===== config.mk =====
export PLATFORM = sky130hd
export DESIGN_NAME = cpu_busy_percent_sampler_core
export DESIGN_NICKNAME = d
export VERILOG_FILES = /design/src/hdl/cbps_pkg.sv /design/src/hdl/cbps_dp.sv /design/src/hdl/cbps_ctrl.sv /design/src/hdl/cpu_busy_percent_sampler_core.sv
export SDC_FILE = /design/constraint.sdc
export NUM_CORES = 2
export LEC_CHECK = 0
export BUFFER_PORTS_ARGS = -buffer_cell sky130_fd_sc_hd__buf_2
export CAP_MARGIN = 40
export CORE_ASPECT_RATIO = 1.75
export CORE_MARGIN = 4
export CORE_UTILIZATION = 64
export CTS_BUF_LIST = sky130_fd_sc_hd__clkbuf_16
export DETAILED_ROUTE_END_ITERATION = 6
export PLACE_DENSITY = 0.85
export SETUP_SLACK_MARGIN = 0.3
export SYNTH_ARGS = -nofsm -noshare
export SYNTH_HDL_FRONTEND = slang
export SYNTH_SLANG_ARGS = --single-unit

===== constraint.sdc =====
create_clock -name clock -period 18.6 [get_ports clock]
set_clock_uncertainty 0.15 [all_clocks]
set_input_delay 3.72 -clock clock [delete_from_list [all_inputs] [get_ports clock]]
set_output_delay 3.72 -clock clock [all_outputs]
set_load 0.005 [all_outputs]

===== src/hdl/cbps_pkg.sv =====
// Shared types, constants and codes for the CPU busy-share sampler.
package cbps_pkg;

   localparam int TIME_BITS_DEFAULT = 48;
   localparam int NOW_W             = 48;
   localparam int TICK_W            = 64;
   localparam int INTERVAL_W        = 16;
   localparam int USAGE_W           = 14;
   localparam int KIND_W            = 3;
   localparam int SCALE_W           = 14;
   localparam int PROD_W            = TICK_W + SCALE_W;
   localparam int QUOT_W            = 14;
   localparam int DIV_CNT_W         = $clog2(QUOT_W);

   localparam logic [INTERVAL_W-1:0] MIN_INTERVAL_RESET = INTERVAL_W'(100);
   localparam logic [SCALE_W-1:0]    FULL_SCALE         = SCALE_W'(10000);

   typedef enum logic [KIND_W-1:0] {
      KIND_FRESH         = 3'd0,
      KIND_HELD_INTERVAL = 3'd1,
      KIND_HELD_READ     = 3'd2,
      KIND_BASELINE      = 3'd3,
      KIND_HELD_ZERO     = 3'd4
   } kind_type;

   typedef enum logic [2:0] {
      ST_IDLE,
      ST_EVAL,
      ST_MUL,
      ST_DIV,
      ST_DONE
   } state_type;

   typedef struct packed {
      logic [NOW_W-1:0]  now_ms;
      logic [TICK_W-1:0] idle_ticks;
      logic [TICK_W-1:0] kernel_ticks;
      logic [TICK_W-1:0] user_ticks;
      logic              read_ok;
   } req_type;

   typedef struct packed {
      logic [USAGE_W-1:0] usage_centi_pct;
      logic [KIND_W-1:0]  result_kind;
   } rsp_type;

   typedef struct packed {
      logic     capture;
      logic     commit;
      logic     held_clear;
      logic     mul_load;
      logic     div_step;
      logic     held_quot;
      logic     result_load;
      kind_type kind;
   } cmd_type;

   typedef struct packed {
      logic has_baseline;
      logic interval_short;
      logic read_ok;
      logic dtotal_zero;
      logic idle_over;
      logic div_last;
   } status_type;

endpackage


===== src/hdl/cbps_dp.sv =====
// Sampler datapath: sample capture, baseline, deltas, scaling multiply and divider.
module cbps_dp #(
   parameter int TIME_BITS = cbps_pkg::TIME_BITS_DEFAULT
) (
   input  logic                                clock,
   input  logic                                reset,
   input  cbps_pkg::req_type                   req_data,
   input  logic                                csr_wr_en,
   input  logic [cbps_pkg::INTERVAL_W-1:0]     csr_wr_data,
   input  cbps_pkg::cmd_type                   cmd,
   output cbps_pkg::status_type                status,
   output cbps_pkg::rsp_type                   rsp_data
);

   localparam int TW = cbps_pkg::TICK_W;
   localparam int QW = cbps_pkg::QUOT_W;
   localparam int PW = cbps_pkg::PROD_W;

   logic [cbps_pkg::INTERVAL_W-1:0] min_interval_ff;
   logic [TIME_BITS-1:0]            now_ff;
   logic [TW-1:0]                   idle_ff;
   logic [TW-1:0]                   total_ff;
   logic                            ok_ff;
   logic                            has_baseline_ff;
   logic [TIME_BITS-1:0]            base_time_ff;
   logic [TW-1:0]                   base_idle_ff;
   logic [TW-1:0]                   base_total_ff;
   logic [cbps_pkg::USAGE_W-1:0]    held_ff;
   logic [TW-1:0]                   dtotal_ff;
   logic [TW-1:0]                   busy_ff;
   logic [TW-1:0]                   rem_ff;
   logic [QW-1:0]                   quot_ff;
   logic [cbps_pkg::DIV_CNT_W-1:0]  cnt_ff;
   cbps_pkg::rsp_type               rsp_ff;

   logic [TIME_BITS-1:0] elapsed;
   logic [TW-1:0]        dtotal;
   logic [TW-1:0]        didle;
   logic [PW-1:0]        product;
   logic [TW:0]          trial;
   logic                 ge;
   logic [TW:0]          diff;
   logic [QW-1:0]        quot_in;
   cbps_pkg::rsp_type    rsp_in;

   assign elapsed = now_ff - base_time_ff;
   assign dtotal  = total_ff - base_total_ff;
   assign didle   = idle_ff - base_idle_ff;
   assign product = PW'(busy_ff) * PW'(cbps_pkg::FULL_SCALE);
   assign trial   = {rem_ff, quot_ff[QW-1]};
   assign ge      = trial >= {1'b0, dtotal_ff};
   assign diff    = trial - {1'b0, dtotal_ff};
   assign quot_in = {quot_ff[QW-2:0], ge};

   assign status.has_baseline   = has_baseline_ff;
   assign status.interval_short = elapsed < TIME_BITS'(min_interval_ff);
   assign status.read_ok        = ok_ff;
   assign status.dtotal_zero    = (dtotal == '0);
   assign status.idle_over      = didle > dtotal;
   assign status.div_last       = (cnt_ff == '0);

   always_comb begin
      rsp_in.result_kind = cmd.kind;
      if (cmd.kind == cbps_pkg::KIND_BASELINE) begin
         rsp_in.usage_centi_pct = '0;
      end else begin
         rsp_in.usage_centi_pct = held_ff;
      end
   end

   always_ff @(posedge clock) begin
      if (reset) begin
         min_interval_ff <= cbps_pkg::MIN_INTERVAL_RESET;
         has_baseline_ff <= 1'b0;
         held_ff         <= '0;
      end else begin
         if (csr_wr_en) begin
            min_interval_ff <= csr_wr_data;
         end
         if (cmd.commit) begin
            has_baseline_ff <= 1'b1;
         end
         if (cmd.held_clear) begin
            held_ff <= '0;
         end else if (cmd.held_quot) begin
            held_ff <= quot_in;
         end
      end
   end

   always_ff @(posedge clock) begin
      if (cmd.capture) begin
         now_ff   <= TIME_BITS'(req_data.now_ms);
         idle_ff  <= req_data.idle_ticks;
         total_ff <= req_data.kernel_ticks + req_data.user_ticks;
         ok_ff    <= req_data.read_ok;
      end
      if (cmd.commit) begin
         base_time_ff  <= now_ff;
         base_idle_ff  <= idle_ff;
         base_total_ff <= total_ff;
         dtotal_ff     <= dtotal;
         busy_ff       <= dtotal - didle;
      end
      if (cmd.mul_load) begin
         rem_ff  <= product[PW-1:QW];
         quot_ff <= product[QW-1:0];
         cnt_ff  <= cbps_pkg::DIV_CNT_W'(QW - 1);
      end else if (cmd.div_step) begin
         rem_ff  <= ge ? diff[TW-1:0] : trial[TW-1:0];
         quot_ff <= quot_in;
         cnt_ff  <= cnt_ff - 1'b1;
      end
      if (cmd.result_load) begin
         rsp_ff <= rsp_in;
      end
   end

   assign rsp_data = rsp_ff;

endmodule


===== src/hdl/cbps_ctrl.sv =====
// Sampler controller: sequences evaluate, multiply, divide and result transfer.
module cbps_ctrl (
   input  logic                 clock,
   input  logic                 reset,
   input  logic                 req_valid,
   output logic                 req_stall,
   output logic                 rsp_valid,
   input  logic                 rsp_stall,
   input  cbps_pkg::status_type status,
   output cbps_pkg::cmd_type    cmd
);

   cbps_pkg::state_type state_ff, state_in;
   cbps_pkg::kind_type  kind_ff, kind_in;
   logic                rsp_valid_ff;
   logic                slot_free;
   logic                take;

   assign slot_free = !rsp_valid_ff || !rsp_stall;
   assign take      = status.read_ok && !(status.has_baseline && status.interval_short);

   always_comb begin
      state_in = state_ff;
      case (state_ff)
         cbps_pkg::ST_IDLE: begin
            if (req_valid) begin
               state_in = cbps_pkg::ST_EVAL;
            end
         end
         cbps_pkg::ST_EVAL: begin
            if (take && status.has_baseline && !status.dtotal_zero && !status.idle_over) begin
               state_in = cbps_pkg::ST_MUL;
            end else begin
               state_in = cbps_pkg::ST_DONE;
            end
         end
         cbps_pkg::ST_MUL: begin
            state_in = cbps_pkg::ST_DIV;
         end
         cbps_pkg::ST_DIV: begin
            if (status.div_last) begin
               state_in = cbps_pkg::ST_DONE;
            end
         end
         cbps_pkg::ST_DONE: begin
            if (slot_free) begin
               state_in = cbps_pkg::ST_IDLE;
            end
         end
         default: begin
            state_in = cbps_pkg::ST_IDLE;
         end
      endcase
   end

   always_comb begin
      cmd         = '0;
      cmd.kind    = kind_ff;
      kind_in     = kind_ff;
      case (state_ff)
         cbps_pkg::ST_IDLE: begin
            cmd.capture = req_valid;
         end
         cbps_pkg::ST_EVAL: begin
            if (status.has_baseline && status.interval_short) begin
               kind_in = cbps_pkg::KIND_HELD_INTERVAL;
            end else if (!status.read_ok) begin
               kind_in = cbps_pkg::KIND_HELD_READ;
            end else begin
               cmd.commit = 1'b1;
               if (!status.has_baseline) begin
                  kind_in = cbps_pkg::KIND_BASELINE;
               end else if (status.dtotal_zero) begin
                  kind_in = cbps_pkg::KIND_HELD_ZERO;
               end else begin
                  kind_in        = cbps_pkg::KIND_FRESH;
                  cmd.held_clear = status.idle_over;
               end
            end
         end
         cbps_pkg::ST_MUL: begin
            cmd.mul_load = 1'b1;
         end
         cbps_pkg::ST_DIV: begin
            cmd.div_step  = 1'b1;
            cmd.held_quot = status.div_last;
         end
         cbps_pkg::ST_DONE: begin
            cmd.result_load = slot_free;
         end
         default: begin
            cmd = '0;
         end
      endcase
   end

   always_ff @(posedge clock) begin
      if (reset) begin
         state_ff     <= cbps_pkg::ST_IDLE;
         kind_ff      <= cbps_pkg::KIND_FRESH;
         rsp_valid_ff <= 1'b0;
      end else begin
         state_ff <= state_in;
         kind_ff  <= kind_in;
         if (cmd.result_load) begin
            rsp_valid_ff <= 1'b1;
         end else if (!rsp_stall) begin
            rsp_valid_ff <= 1'b0;
         end
      end
   end

   assign req_stall = (state_ff != cbps_pkg::ST_IDLE);
   assign rsp_valid = rsp_valid_ff;

endmodule


===== src/hdl/cpu_busy_percent_sampler_core.sv =====
// A held, baseline or clamped result goes from evaluate straight to the output register;
// a divided fresh result first passes evaluate, multiply and a 14-step restoring divider.
// The input side stalls until the previous sample's result has reached the output register.
// The result sits in an output register, so the next sample is taken while it waits.
// Synchronous active-high reset clears the baseline flag, held usage, the output
// valid and sets min_interval_ms to 100.
module cpu_busy_percent_sampler_core #(
   parameter int TIME_BITS = cbps_pkg::TIME_BITS_DEFAULT
) (
   input  logic                            clock,
   input  logic                            reset,
   input  logic                            req_valid,
   output logic                            req_stall,
   input  cbps_pkg::req_type               req_data,
   output logic                            rsp_valid,
   input  logic                            rsp_stall,
   output cbps_pkg::rsp_type               rsp_data,
   input  logic                            csr_wr_en,
   input  logic [cbps_pkg::INTERVAL_W-1:0] csr_wr_data
);

   cbps_pkg::cmd_type    cmd;
   cbps_pkg::status_type status;

   cbps_ctrl u_ctrl (
      .clock     (clock),
      .reset     (reset),
      .req_valid (req_valid),
      .req_stall (req_stall),
      .rsp_valid (rsp_valid),
      .rsp_stall (rsp_stall),
      .status    (status),
      .cmd       (cmd)
   );

   cbps_dp #(
      .TIME_BITS (TIME_BITS)
   ) u_dp (
      .clock       (clock),
      .reset       (reset),
      .req_data    (req_data),
      .csr_wr_en   (csr_wr_en),
      .csr_wr_data (csr_wr_data),
      .cmd         (cmd),
      .status      (status),
      .rsp_data    (rsp_data)
   );

`ifndef NO_ASSERTIONS
   a_busy_after_transfer: assert property (@(posedge clock) disable iff (reset)
      req_valid && !req_stall |=> req_stall)
      else $error("input side not busy after transfer");

   a_usage_range: assert property (@(posedge clock) disable iff (reset)
      rsp_valid |-> rsp_data.usage_centi_pct <= cbps_pkg::USAGE_W'(cbps_pkg::FULL_SCALE))
      else $error("usage above full scale");

   a_baseline_zero: assert property (@(posedge clock) disable iff (reset)
      rsp_valid && rsp_data.result_kind == cbps_pkg::KIND_BASELINE
      |-> rsp_data.usage_centi_pct == '0)
      else $error("baseline result with nonzero usage");
`endif

endmodule


==> flow_summary.ini <==
[yosys]
synth_cells = 6025
avgSynthCellArea_um2 = 9.16
yosysTopAreaCell = edfxtp_1
synth.area.top_cells = edfxtp_1, ha_1, fa_1, inv_1, a21oi_1
synth_edf_count = 572
synth_area_um2 = 55200
yosysSeqAreaShare = 0.328
synthTopCellsByCount = inv_1, ha_1, edfxtp_1
yosysMostFrequentCell = inv_1
yosys_warnings = 0
ys_ff_latch = 618
synth_flop_cell = edfxtp_1
synth_top_area_frac = 0.311
ys_types = 95
syn-num-nets = 7066
synth-async-reset-ratio = 0

[route]
avgRoutedWirePerCell_um = 20.3
drt_iter0_drc = 3233
viasPerCell = 6.12
route.final.wire_length_um = 151000
vias = 45600
drtPass1Iterations = 6
route.detailed.drc = 0
ant_nets = 0

[floorplan]
die_x_um = 230
coreArea_um2 = 85600
start_util = 0.644
die-area_um2 = 91200
ios = 281
rows = 142
die_h_um = 396

[critical_path]
critPathLaunchType = input pin
crit_required_ns = 18.86
critPathBufInv = 1
worstPathArrival_ns = 8.18
cp-endpoint = u_dp.total_ff[59]$_DFFE_PP_
cpPeakStageDelay_ns = 0.59
cpMostUsedCell = o21ai_0
critPathKind = input pin to flip-flop
reg2reg_depth = 30
r2r-start = u_dp.idle_ff[0]$_DFFE_PP_
endpoint_kind = flip-flop
cpMaxStageDelayCell = a311oi_1
rr_endpoint = u_dp.busy_ff[63]$_DFFE_PP_
cp.depth = 14
cp_top_family = compound AO/OA/AOI/OAI gates
path_max_fanout = 4
cp_cell_sequence = buf_2 -> ha_1 -> a211oi_1 -> o21ai_0 -> a31oi_1 -> o32ai_1 -> o2111ai_1 -> a2111oi_0 -> o21a_1 -> o31a_1 -> or2_2 -> a311oi_1 -> o21ai_0 -> xnor2_1
worstSetupStartpoint = req_data[2]
r2r_setup_slack_ns = 11.21

[sta]
drv_slew = 0
rsz0062_at_grt = false
fin_crit_sh = 0.426
max_freq_mhz = 126
slew_headroom = 0.301
setup_viol = 0
tns_ns = 0
worst_pin_slew_ns = 1.05
min_period_ns = 7.92
hold_viol = 0

[placed_design]
io_buffers = 280
dp.final_hpwl_um = 122000
dp_cells = 7342
gp_congestion = 1.04
dpl_cell_area_um2 = 57800

[global_routing]
gr-total-overflow = 0
grt_pass1_wl_um = 239000
antenna_found_initial = 0
grtUsageTotal = 0.326
grt_pass1_vias = 46700
grt_max_degree = 82

[cts]
cts_buffers = 58
cts_tree = done
clk_path_buf_depth = 3
cts.sinks = 618
post_cts_resized = 0
root_buffer = clkbuf_16
clk_pin_slew_ns = 0.06
postCtsSetupBuffers = 0
clk_latency_ns = 0.67
cts-hold-fix-buffers = 0
htreeDepth = 2

[pwr]
combPwrFrac = 0.693
p_switching_w = 0.00473
power_frac_clock = 0.126
ir_worst_vdd_v = 0.000120
pwr-share-seq = 0.181
p_leak_nw = 27.4
switching_share = 0.480
power.total_w = 0.00985
p_per_area_nw_per_um2 = 165
internal_power_w = 0.00513

[final_layout]
nets = 7291
stdcell_count = 7452
multiInputGateArea_um2 = 32900
drive_gt1_frac = 0.0786
fillers = 6687
seqCellArea_um2 = 18100
syn2layout_area_growth_pct = 8.34
postLayoutCellArea_um2 = 59800

[hold_path]
hp-class = flip-flop to flip-flop

[run]
cap_viol_max_count = 0

[outcome]
status = finished, final reports clean
[state kept, by name, indices dropped and copies added (netlist names), 17 cells and up]
register	cells
u_dp.base_idle_ff	64
u_dp.base_total_ff	64
u_dp.busy_ff	64
u_dp.dtotal_ff	64
u_dp.idle_ff	64
u_dp.rem_ff	64
u_dp.total_ff	64
u_dp.base_time_ff	48
u_dp.now_ff	48
u_dp.rsp_data	17
[logic make-up (layout without fill, tap and decap cells)]
group	after synthesis	in the layout	synth area share
AO/OA/AOI/OAI	1692	1692	0.200
AND/OR/NAND/NOR	1391	1391	0.125
buffers and inverters	1128	1402	0.0770
adder cells (fa/ha/maj)	779	779	0.202
flip-flops	618	618	0.328
XOR/XNOR	362	362	0.0574
multiplexers	55	55	0.0104
other	0	1	0
[through the flow]
step / util / hold slack, ns / worst slack (ns)
after global placement: 0.674 / 0.283 / 10.20
after floorplan: - / 0.276 / 6.70
after global routing: 0.698 / 0.314 / 10.40
after detailed placement: 0.675 / 0.287 / 10.10
final: 0.698 / 0.306 / 10.68
after CTS: 0.698 / 0.307 / 10.78
[layer usage]
metal,global-route usage,part of all wire,vias to the layer above,wire (um)
met5,0,0,-,0
met4,0.223,0.083,0,12600
met3,0.0347,0.045,543,6850
met2,0.612,0.52,1577,78300
met1,0.337,0.35,21600,53400
li1,-,-,21900,-
[final cells by class]
cell class	count	share of cell area
multi-input combinational	4279	0.550
sequential	618	0.303
inverter	970	0.0609
timing repair buffer	323	0.0298
clock buffer	59	0.0247
tap	1152	0.0241
clock inverter	50	0.00812
antenna	1	0.0000419
[power by group through the flow]
| stage | Sequential, W | Combinational, W | Clock, W |
|---|---|---|---|
| global route | 0.00179 | 0.00766 | 0.00132 |
| detailed placement | 0.00181 | 0.00668 | 0 |
| CTS | 0.00178 | 0.00673 | 0.00126 |
| global placement | 0.00181 | 0.00650 | 0 |
| finish | 0.00178 | 0.00683 | 0.00124 |
| floorplan | 0.00179 | 0.00517 | 0 |
[worst min path at each step]
stage	startpoint	endpoint	slack, ns	cells after the start
global route	u_dp.total_ff[16]$_DFFE_PP_	u_dp.base_total_ff[16]$_DFFE_PP_	0.31	0
finish	u_dp.now_ff[40]$_DFFE_PP_	u_dp.base_time_ff[40]$_DFFE_PP_	0.31	0
floorplan	u_dp.idle_ff[0]$_DFFE_PP_	u_dp.base_idle_ff[0]$_DFFE_PP_	0.28	0
detailed placement	u_dp.idle_ff[0]$_DFFE_PP_	u_dp.base_idle_ff[0]$_DFFE_PP_	0.29	0
global placement	u_dp.now_ff[0]$_DFFE_PP_	u_dp.base_time_ff[0]$_DFFE_PP_	0.28	0
CTS	u_dp.now_ff[40]$_DFFE_PP_	u_dp.base_time_ff[40]$_DFFE_PP_	0.31	0
[cell usage in the layout (no fill, tap or decap), drive strengths merged, types with 15 or more instances in the layout]
master	instances
and4	25
nand4	90
edfxtp	572
and3	64
dfxtp	46
xnor2	232
xor2	130
a311oi	15
or3	44
nor4	38
o21ai	299
mux2	20
nor2b	51
a211o	24
a22oi	19
nor2	331
nand2b	64
o211ai	45
o31ai	38
a31oi	66
o21a	74
a22o	16
ha	594
nor3	81
nand2	381
clkbuf	59
a21boi	20
fa	185
inv	982
mux2i	35
a21oi	503
nand3	96
and2	56
a211oi	84
o21bai	58
a21o	243
a221oi	19
a2111oi	25
buf	323
clkinv	24
(Power assumes the default switching activity.)
